==> src/sv/stq_pkg.sv <==
// ----------------------------------------------------------------------------
// stq_pkg
// Shared types and codes for the sorted timer queue.
// ----------------------------------------------------------------------------
package stq_pkg;

  localparam int unsigned TABLE_DEPTH_DEF = 16;
  localparam int unsigned ABORT_DEPTH_DEF = 16;
  localparam int unsigned TIME_BITS_DEF   = 48;
  localparam int unsigned HORIZON_BITS    = 32;

  // one day in milliseconds
  localparam logic [HORIZON_BITS-1:0] IDLE_HORIZON_RST = 32'd86400000;

  // request codes
  localparam logic [1:0] REQ_SCHEDULE = 2'd0;
  localparam logic [1:0] REQ_CANCEL   = 2'd1;
  localparam logic [1:0] REQ_DRAIN    = 2'd2;

  // result kinds
  localparam logic [2:0] KIND_SCHED_ACK  = 3'd0;
  localparam logic [2:0] KIND_CANCEL_ACK = 3'd1;
  localparam logic [2:0] KIND_EXPIRED    = 3'd2;
  localparam logic [2:0] KIND_ABORTED    = 3'd3;
  localparam logic [2:0] KIND_DRAIN_DONE = 3'd4;

  typedef enum logic [4:0] {
    S_IDLE,
    S_INS_RD,
    S_INS_CHK,
    S_HEAD_RD,
    S_HEAD_CHK,
    S_CAN_RD,
    S_CAN_CHK,
    S_SH_RD,
    S_SH_WR,
    S_ACK,
    S_DUE_RD,
    S_DUE_CHK,
    S_AB_RD,
    S_AB_OUT,
    S_EX_RD,
    S_EX_OUT,
    S_CP_RD,
    S_CP_WR,
    S_DONE
  } state_t;

endpackage

==> src/sv/sorted_timer_queue.sv <==
// ----------------------------------------------------------------------------
// sorted_timer_queue
// Timer table kept sorted by expiry, with a queue of cancelled ids.
// ----------------------------------------------------------------------------
// Input channel (in_valid/in_stall) carries schedule, cancel and drain
// requests; one request is taken at a time and in_stall stays high until
// its last result has been loaded into the output register.
// Output channel (out_valid/out_stall) is a single output register; the
// sequencer holds while the receiver stalls and a full register waits.
// Schedule and cancel give one result, drain gives one aborted result per
// queued cancel, one expired result per due timer, then a drain-done
// result with last set.
// The single table read port sets the pace: each entry touched is read,
// then compared or moved. Schedule walks the entries after the insert
// point, cancel searches to the match and shifts the entries after it,
// drain reads each expired and aborted entry and moves the remaining ones;
// a schedule to a full table goes straight to its ack. After each request
// the sequencer returns to idle, where the next request is taken.
// Reset (rst, synchronous) empties both tables, clears the wake time and
// loads the default idle horizon; no clearing pass is needed.
// cfg_we writes idle_horizon; write it only while no request is in work.
// ----------------------------------------------------------------------------
module sorted_timer_queue
  import stq_pkg::*;
#(
  parameter int unsigned TABLE_DEPTH = TABLE_DEPTH_DEF,
  parameter int unsigned ABORT_DEPTH = ABORT_DEPTH_DEF,
  parameter int unsigned TIME_BITS   = TIME_BITS_DEF
) (
  input  logic                    clk,
  input  logic                    rst,
  // configuration
  input  logic                    cfg_we,
  input  logic [HORIZON_BITS-1:0] cfg_data,
  // request channel
  input  logic                    in_valid,
  output logic                    in_stall,
  input  logic [1:0]              req_type,
  input  logic [7:0]              req_id,
  input  logic [TIME_BITS-1:0]    expire_at,
  input  logic [TIME_BITS-1:0]    now,
  // result channel
  output logic                    out_valid,
  input  logic                    out_stall,
  output logic [2:0]              kind,
  output logic [7:0]              fired_id,
  output logic                    ok,
  output logic [TIME_BITS-1:0]    next_deadline,
  output logic                    last
);

  localparam int unsigned AW    = $clog2(TABLE_DEPTH);
  localparam int unsigned CW    = $clog2(TABLE_DEPTH + 1);
  localparam int unsigned ABW   = $clog2(ABORT_DEPTH);
  localparam int unsigned ABCW  = $clog2(ABORT_DEPTH + 1);
  localparam int unsigned SUM_W = ((TIME_BITS > HORIZON_BITS) ? TIME_BITS : HORIZON_BITS) + 1;

  localparam logic [CW-1:0]      TBL_FULL = CW'(TABLE_DEPTH);
  localparam logic [ABCW-1:0]    AB_FULL  = ABCW'(ABORT_DEPTH);
  localparam logic [TIME_BITS-1:0] TIME_MAX = {TIME_BITS{1'b1}};

  state_t state, state_next;

  // memories
  logic [TIME_BITS-1:0] dl_mem [TABLE_DEPTH];
  logic [7:0]           id_mem [TABLE_DEPTH];
  logic [7:0]           ab_mem [ABORT_DEPTH];

  logic                 tbl_we, tbl_re;
  logic [AW-1:0]        tbl_waddr, tbl_raddr;
  logic [TIME_BITS-1:0] tbl_wdl;
  logic [7:0]           tbl_wid;
  logic [TIME_BITS-1:0] rd_dl;
  logic [7:0]           rd_id;

  logic                 ab_we, ab_re;
  logic [ABW-1:0]       ab_waddr, ab_raddr;
  logic [7:0]           ab_rd;

  // control and working registers
  logic [CW-1:0]           cnt, idx, due;
  logic [ABCW-1:0]         ab_cnt, ab_j;
  logic [TIME_BITS-1:0]    wake, dl_r;
  logic [HORIZON_BITS-1:0] horizon;
  logic [1:0]              lat_req;
  logic [7:0]              lat_id;
  logic [TIME_BITS-1:0]    lat_exp, lat_now;
  logic                    ack_ok;

  logic                 out_free, emit;
  logic [2:0]           emit_kind;
  logic [7:0]           emit_id;
  logic                 emit_ok, emit_last;
  logic [TIME_BITS-1:0] emit_dl;

  logic [CW-1:0]        idx_m1, idx_p1;
  logic [CW:0]          cp_src;
  logic                 cp_more, sh_more, id_hit, late;
  logic [SUM_W-1:0]     idle_sum;
  logic [TIME_BITS-1:0] idle_dl;

  assign out_free = !out_valid || !out_stall;
  assign in_stall = (state != S_IDLE);

  assign idx_m1  = idx - CW'(1);
  assign idx_p1  = idx + CW'(1);
  assign cp_src  = {1'b0, idx} + {1'b0, due};
  assign cp_more = cp_src < {1'b0, cnt};
  assign sh_more = idx_p1 < cnt;
  assign id_hit  = (rd_id == lat_id);
  assign late    = (rd_dl > lat_exp);

  // now + horizon, saturated to the time range
  assign idle_sum = SUM_W'(lat_now) + SUM_W'(horizon);
  assign idle_dl  = (idle_sum > SUM_W'(TIME_MAX)) ? TIME_MAX : idle_sum[TIME_BITS-1:0];

  // next state
  always_comb begin
    state_next = state;
    unique case (state)
      S_IDLE: begin
        if (in_valid) begin
          unique case (req_type)
            REQ_SCHEDULE: state_next = (cnt == TBL_FULL) ? S_ACK : S_INS_RD;
            REQ_CANCEL:   state_next = S_CAN_RD;
            REQ_DRAIN:    state_next = S_DUE_RD;
            default:      state_next = S_IDLE;
          endcase
        end
      end
      S_INS_RD:   state_next = (idx == '0) ? S_HEAD_RD : S_INS_CHK;
      S_INS_CHK:  state_next = late ? S_INS_RD : S_HEAD_RD;
      S_HEAD_RD:  state_next = S_HEAD_CHK;
      S_HEAD_CHK: state_next = S_ACK;
      S_ACK:      state_next = out_free ? S_IDLE : S_ACK;
      S_CAN_RD:   state_next = (idx == cnt) ? S_ACK : S_CAN_CHK;
      S_CAN_CHK: begin
        if (id_hit) begin
          state_next = (ab_cnt == AB_FULL) ? S_ACK : S_SH_RD;
        end else begin
          state_next = S_CAN_RD;
        end
      end
      S_SH_RD:    state_next = sh_more ? S_SH_WR : S_ACK;
      S_SH_WR:    state_next = S_SH_RD;
      S_DUE_RD:   state_next = (idx == cnt) ? S_AB_RD : S_DUE_CHK;
      S_DUE_CHK:  state_next = (rd_dl <= lat_now) ? S_DUE_RD : S_AB_RD;
      S_AB_RD:    state_next = (ab_j == ab_cnt) ? S_EX_RD : S_AB_OUT;
      S_AB_OUT:   state_next = out_free ? S_AB_RD : S_AB_OUT;
      S_EX_RD:    state_next = (idx == due) ? S_CP_RD : S_EX_OUT;
      S_EX_OUT:   state_next = out_free ? S_EX_RD : S_EX_OUT;
      S_CP_RD:    state_next = cp_more ? S_CP_WR : S_DONE;
      S_CP_WR:    state_next = S_CP_RD;
      S_DONE:     state_next = out_free ? S_IDLE : S_DONE;
      default:    state_next = S_IDLE;
    endcase
  end

  // memory strobes and result selection
  always_comb begin
    tbl_we    = 1'b0;
    tbl_re    = 1'b0;
    tbl_waddr = idx[AW-1:0];
    tbl_raddr = idx[AW-1:0];
    tbl_wdl   = rd_dl;
    tbl_wid   = rd_id;
    ab_we     = 1'b0;
    ab_re     = 1'b0;
    ab_waddr  = ab_cnt[ABW-1:0];
    ab_raddr  = ab_j[ABW-1:0];
    emit      = 1'b0;
    emit_kind = KIND_DRAIN_DONE;
    emit_id   = 8'd0;
    emit_ok   = 1'b0;
    emit_dl   = dl_r;
    emit_last = 1'b0;
    unique case (state)
      S_INS_RD: begin
        if (idx == '0) begin
          tbl_we  = 1'b1;
          tbl_wdl = lat_exp;
          tbl_wid = lat_id;
        end else begin
          tbl_re    = 1'b1;
          tbl_raddr = idx_m1[AW-1:0];
        end
      end
      S_INS_CHK: begin
        // move the later entry up one, or drop the new timer in the gap
        tbl_we = 1'b1;
        if (!late) begin
          tbl_wdl = lat_exp;
          tbl_wid = lat_id;
        end
      end
      S_HEAD_RD: begin
        tbl_re    = 1'b1;
        tbl_raddr = '0;
      end
      S_CAN_RD: tbl_re = (idx != cnt);
      S_CAN_CHK: ab_we = id_hit && (ab_cnt != AB_FULL);
      S_SH_RD: begin
        tbl_re    = sh_more;
        tbl_raddr = idx_p1[AW-1:0];
      end
      S_SH_WR:  tbl_we = 1'b1;
      S_DUE_RD: tbl_re = (idx != cnt);
      S_AB_RD:  ab_re  = (ab_j != ab_cnt);
      S_EX_RD:  tbl_re = (idx != due);
      S_CP_RD: begin
        tbl_re    = cp_more;
        tbl_raddr = cp_src[AW-1:0];
      end
      S_CP_WR:  tbl_we = 1'b1;
      S_ACK: begin
        emit      = out_free;
        emit_kind = (lat_req == REQ_SCHEDULE) ? KIND_SCHED_ACK : KIND_CANCEL_ACK;
        emit_id   = lat_id;
        emit_ok   = ack_ok;
        emit_dl   = wake;
        emit_last = 1'b1;
      end
      S_AB_OUT: begin
        emit      = out_free;
        emit_kind = KIND_ABORTED;
        emit_id   = ab_rd;
      end
      S_EX_OUT: begin
        emit      = out_free;
        emit_kind = KIND_EXPIRED;
        emit_id   = rd_id;
      end
      S_DONE: begin
        emit      = out_free;
        emit_last = 1'b1;
      end
      default: begin
      end
    endcase
  end

  always_ff @(posedge clk) begin
    if (tbl_we) begin
      dl_mem[tbl_waddr] <= tbl_wdl;
      id_mem[tbl_waddr] <= tbl_wid;
    end
    if (tbl_re) begin
      rd_dl <= dl_mem[tbl_raddr];
      rd_id <= id_mem[tbl_raddr];
    end
  end

  always_ff @(posedge clk) begin
    if (ab_we) begin
      ab_mem[ab_waddr] <= lat_id;
    end
    if (ab_re) begin
      ab_rd <= ab_mem[ab_raddr];
    end
  end

  // output register
  always_ff @(posedge clk) begin
    if (rst) begin
      out_valid <= 1'b0;
    end else if (emit) begin
      out_valid <= 1'b1;
    end else if (!out_stall) begin
      out_valid <= 1'b0;
    end
  end

  always_ff @(posedge clk) begin
    if (emit) begin
      kind          <= emit_kind;
      fired_id      <= emit_id;
      ok            <= emit_ok;
      next_deadline <= emit_dl;
      last          <= emit_last;
    end
  end

  // sequencer datapath
  always_ff @(posedge clk) begin
    if (rst) begin
      state   <= S_IDLE;
      cnt     <= '0;
      ab_cnt  <= '0;
      wake    <= '0;
      horizon <= IDLE_HORIZON_RST;
    end else begin
      state <= state_next;
      if (cfg_we) begin
        horizon <= cfg_data;
      end
      unique case (state)
        S_IDLE: begin
          if (in_valid) begin
            lat_req <= req_type;
            lat_id  <= req_id;
            lat_exp <= expire_at;
            lat_now <= now;
            ack_ok  <= 1'b0;
            idx     <= (req_type == REQ_SCHEDULE) ? cnt : '0;
          end
        end
        S_INS_RD: begin
          if (idx == '0) begin
            cnt <= cnt + CW'(1);
          end
        end
        S_INS_CHK: begin
          if (late) begin
            idx <= idx_m1;
          end else begin
            cnt <= cnt + CW'(1);
          end
        end
        S_HEAD_CHK: begin
          wake   <= rd_dl;
          ack_ok <= 1'b1;
        end
        S_CAN_CHK: begin
          if (!id_hit) begin
            idx <= idx_p1;
          end else if (ab_cnt != AB_FULL) begin
            ab_cnt <= ab_cnt + ABCW'(1);
          end
        end
        S_SH_RD: begin
          if (!sh_more) begin
            cnt    <= cnt - CW'(1);
            wake   <= lat_now;
            ack_ok <= 1'b1;
          end
        end
        S_SH_WR: idx <= idx_p1;
        S_DUE_RD: begin
          if (idx == cnt) begin
            due  <= idx;
            dl_r <= idle_dl;
            ab_j <= '0;
          end
        end
        S_DUE_CHK: begin
          if (rd_dl <= lat_now) begin
            idx <= idx_p1;
          end else begin
            due  <= idx;
            dl_r <= rd_dl;
            ab_j <= '0;
          end
        end
        S_AB_RD: begin
          if (ab_j == ab_cnt) begin
            ab_cnt <= '0;
            idx    <= '0;
          end
        end
        S_AB_OUT: begin
          if (out_free) begin
            ab_j <= ab_j + ABCW'(1);
          end
        end
        S_EX_RD: begin
          if (idx == due) begin
            idx <= '0;
          end
        end
        S_EX_OUT: begin
          if (out_free) begin
            idx <= idx_p1;
          end
        end
        S_CP_RD: begin
          if (!cp_more) begin
            cnt  <= cnt - due;
            wake <= dl_r;
          end
        end
        S_CP_WR: idx <= idx_p1;
        default: begin
        end
      endcase
    end
  end

endmodule

==> config.mk <==
export PLATFORM = sky130hd
export DESIGN_NAME = sorted_timer_queue
export DESIGN_NICKNAME = d
export VERILOG_FILES = /design/src/sv/stq_pkg.sv /design/src/sv/sorted_timer_queue.sv
export SDC_FILE = /design/constraint.sdc
export NUM_CORES = 2
export LEC_CHECK = 0
export BUFFER_PORTS_ARGS = -buffer_cell sky130_fd_sc_hd__buf_2
export CAP_MARGIN = 20
export CORE_UTILIZATION = 60
export DETAILED_ROUTE_END_ITERATION = 8
export PLACE_DENSITY_LB_ADDON = 0.1
export REMOVE_ABC_BUFFERS = 1
export SLEW_MARGIN = 20
export SYNTH_ARGS = -nofsm -noshare
export SYNTH_HDL_FRONTEND = slang
export SYNTH_SLANG_ARGS = --single-unit
export TNS_END_PERCENT = 50
==> constraint.sdc <==
create_clock -name clk -period 12.1 [get_ports clk]
set_input_delay 1.815 -clock clk [delete_from_list [all_inputs] [get_ports clk]]
set_output_delay 1.815 -clock clk [all_outputs]
set_load 0.01 [all_outputs]
==> impl_metrics.ini <==
[sta]
fmax_mhz = 176
min_period_ps = 5700
slew_viol_final = 0
final_hold_viol_count = 0
fin_worst_skew_ps = 25.5
worst_pin_slew_ps = 1150
rsz0062_at_grt = no
fin_crit_sh = 0.471
final-setup-viol-count = 0
worst_slew_margin_rel = 0.232
whs_ps = 497

[die]
dieArea_um2 = 103000
io_pins = 206
core-area_um2 = 100000
fp.dieH_um = 320
rows = 116
start_util = 0.606
dieWidth_um = 320

[finish]
seq_area_um2 = 41500
nFillCells = 6896
utilization = 0.677
drive_gt1_frac = 0.145
multi_input_area_um2 = 17900
nNetsFinal = 4596
diodes = 0
area_growth_pct = 11.7

[drt]
num_vias = 36300
wl_met3_um = 12500
drt_first_pass_iters = 5
finalWirelength_um = 155000
wl_met2_um = 72600
drt_iter0_markers = 4022
ant_nets = 0
wl_per_cell_um = 26.9
wl_met1_um = 66400
drcViolationCount = 0
top_layer = met4
drt-vias-per-instance = 6.29

[setup_path]
path_cells = ha_1, nand4_1, nor4_1, nand4_1, a311oi_1, or4_1, o21ai_0, nand2_1, nand2_4, buf_4, mux2_2
r2r_setup_slack_ps = 6400
path_delay_family = simple AND/OR/NAND/NOR gates
ff2ff_path_depth = 11
cp.arrival_ps = 6140
crit_top_cell = nand4_1
start_kind = register
endpoint_kind = register
cpPeakStageDelay_ps = 720
crit_buf_inv = 1
required_ps = 12540
critPathSlowestCell = nor4_1
cp_max_fo = 39
r2r_start = rd_dl[38]
critical_path_class = reg -> reg
path_depth = 11
cp-startpoint = rd_dl[38]
r2r-end = id_mem[9][0]

[global_routing]
grt_max_degree = 131
antenna_found_initial = 3
gr-total-overflow = 0
grt_pass1_wl_um = 228000
grt_pass1_vias = 35000
grt_use_total = 0.304

[outcome]
status = completed

[hold_path]
worstHoldStart = wake[18]
min_to = wake[18]
hold_class = reg -> reg
holdPathStages = 2

[clocking]
post_cts_buffers = 0
cts_resized = 0
postCtsHoldBufs = 0
cts_tree = yes
h-tree-depth = 4
clock-sinks = 1415
ctsRootBufferMaster = clkbuf_16
path_clk_slew_ps = 60
clk_path_buf_depth = 3
worstSkewPairLatency_ps = 760
cts_buffers = 144

[place]
gp_congestion = 0.923
io_buffers = 205
post-dp-hpwl_um = 89900

[synth]
synth_cell_types = 78
syn_area_um2 = 60800
yosys_register_bits = 1415
synth-edff-count = 1319
yosys_warnings = 0
ys_async_sr_fraction = 0
ys.flop_type = edfxtp_1
ys_seq_area_frac = 0.683
postSynthCellCount = 4085
syn_avg_cell_area_um2 = 14.9

[pwr]
p_leak_nw = 24.8
power_density_nw_per_um2 = 249
ir_worst_vdd_mv = 0.309

[flow_run]
cap_violations = 0
[kinds of logic (layout without fill, tap and decap cells)]
kind of cell | Yosys count | after routing | share of synthesized area
compound gates | 705 | 705 | 0.0819
xor+xnor | 83 | 83 | 0.0120
fa+ha+maj | 159 | 159 | 0.0331
buf+inv | 346 | 675 | 0.0260
flops | 1415 | 1415 | 0.683
mux | 579 | 579 | 0.105
simple gates | 798 | 798 | 0.0590
[stage by stage]
step	std cells	area, µm²	power, mW	TNS (ps)	worst slack (ps)
floorplan	3871	59700	11.1	-2210580	-39480
global placement	5503	63200	12.5	0	6360
detailed placement	5504	63200	12.6	0	6340
CTS	5770	67900	16.9	0	6360
global route	5771	67900	17.6	0	6410
finish	5771	67900	16.9	0	6400
[cells in the mapped netlist, types with 6 or more instances]
master,instances,area share
nand3b_1,6,0.00074
nand2b_1,15,0.0015
a21o_1,13,0.0016
o21ai_1,61,0.0050
a31oi_1,11,0.0011
and2_1,9,0.00093
a211oi_1,7,0.00086
a22oi_1,279,0.034
o22a_1,46,0.0066
nor2b_1,25,0.0026
buf_4,46,0.0057
o211ai_1,8,0.00099
ha_1,156,0.032
a211o_1,12,0.0017
nor4_1,11,0.0011
a221oi_1,7,0.0010
and3_1,9,0.00093
mux2i_1,481,0.079
dfxtp_1,96,0.032
nand2_1,342,0.021
mux4_2,40,0.015
inv_1,132,0.0082
nor2_1,183,0.011
nor3_1,37,0.0030
xnor2_1,57,0.0082
edfxtp_1,1319,0.65
a222oi_1,8,0.0013
clkbuf_1,96,0.0059
or3_1,8,0.00082
and4_1,7,0.0010
or2_2,7,0.00072
nand4_1,32,0.0033
nand3_1,89,0.0073
a311oi_1,52,0.0075
buf_1,10,0.00062
xor2_1,26,0.0037
buf_2,54,0.0044
a21oi_1,101,0.0083
mux2_2,58,0.011
o21ai_0,51,0.0042
[area by class of cell]
| class | instances | area share |
|---|---|---|
| flip-flops and latches | 1415 | 0.612 |
| multi-input cells | 2324 | 0.264 |
| clock buffers | 193 | 0.0586 |
| well taps | 1357 | 0.0250 |
| repair buffers | 277 | 0.0236 |
| clock inverters | 73 | 0.00979 |
| inverters | 132 | 0.00730 |
[registers in the layout, summed over array words and instances, names as in the netlist, 8 cells and up]
signal / flops
ab_mem: 128
ab_rd: 8
dl_mem: 768
dl_r: 48
fired_id: 8
horizon: 32
id_mem: 128
lat_exp: 48
lat_id: 8
lat_now: 48
next_deadline: 48
rd_dl: 48
rd_id: 8
wake: 48
[worst reg2reg max path, stage by stage, from the launching register on]
cell and delay (ps):
edfxtp_1 620, ha_1 440, nand4_1 350, nor4_1 720, nand4_1 390, a311oi_1 680
or4_1 290, o21ai_0 340, nand2_1 270, nand2_4 280, buf_4 490, mux2_2 520
[power breakdown]
group	leakage [nW]	switching, mW	internal, mW
Clock	2.28	1.84	2.50
Sequential	12.7	0.500	6.63
Combinational	9.77	3.57	1.88
[layout by cell type (no fill, tap or decap), types with 9 or more instances in the layout]
master / Yosys / final
dfxtp_1: 96 / 96
and2_1: 9 / 9
nor2_4: 3 / 25
clkbuf_8: 0 / 13
edfxtp_1: 1319 / 1319
nand2b_1: 15 / 15
a21o_1: 13 / 13
a31oi_1: 11 / 11
nor4_1: 11 / 11
mux2i_1: 481 / 481
nand3_1: 89 / 88
nand2_1: 342 / 339
nor3_1: 37 / 35
mux4_2: 40 / 40
nor2_1: 183 / 161
clkbuf_1: 96 / 33
xnor2_1: 57 / 57
nor2b_1: 25 / 25
o22a_1: 46 / 46
o21ai_1: 61 / 60
clkbuf_16: 0 / 147
buf_4: 46 / 69
a211o_1: 12 / 12
a21oi_1: 101 / 100
xor2_1: 26 / 26
nand4_1: 32 / 32
buf_2: 54 / 205
inv_1: 132 / 132
mux2_2: 58 / 58
clkinv_2: 0 / 32
o21ai_0: 51 / 51
a311oi_1: 52 / 52
ha_1: 156 / 156
a22oi_1: 279 / 279
clkinv_1: 0 / 17
and3_1: 9 / 9
[how the worst max path moves through the flow]
stage / to
floorplan: rd_dl[46]
global placement: dl_mem[5][36]
detailed placement: rd_dl[34]
CTS: rd_dl[34]
global route: dl_mem[0][47]
finish: id_mem[9][0]
[layer usage]
layer / global-route usage / vias up
met1: 0.445 / 18200
met2: 0.477 / 1608
li1: - / 16200
met3: 0.0449 / 247
met4: 0.0862 / 0
met5: 0 / -
Note: power is estimated with default switching activity, not from simulation.
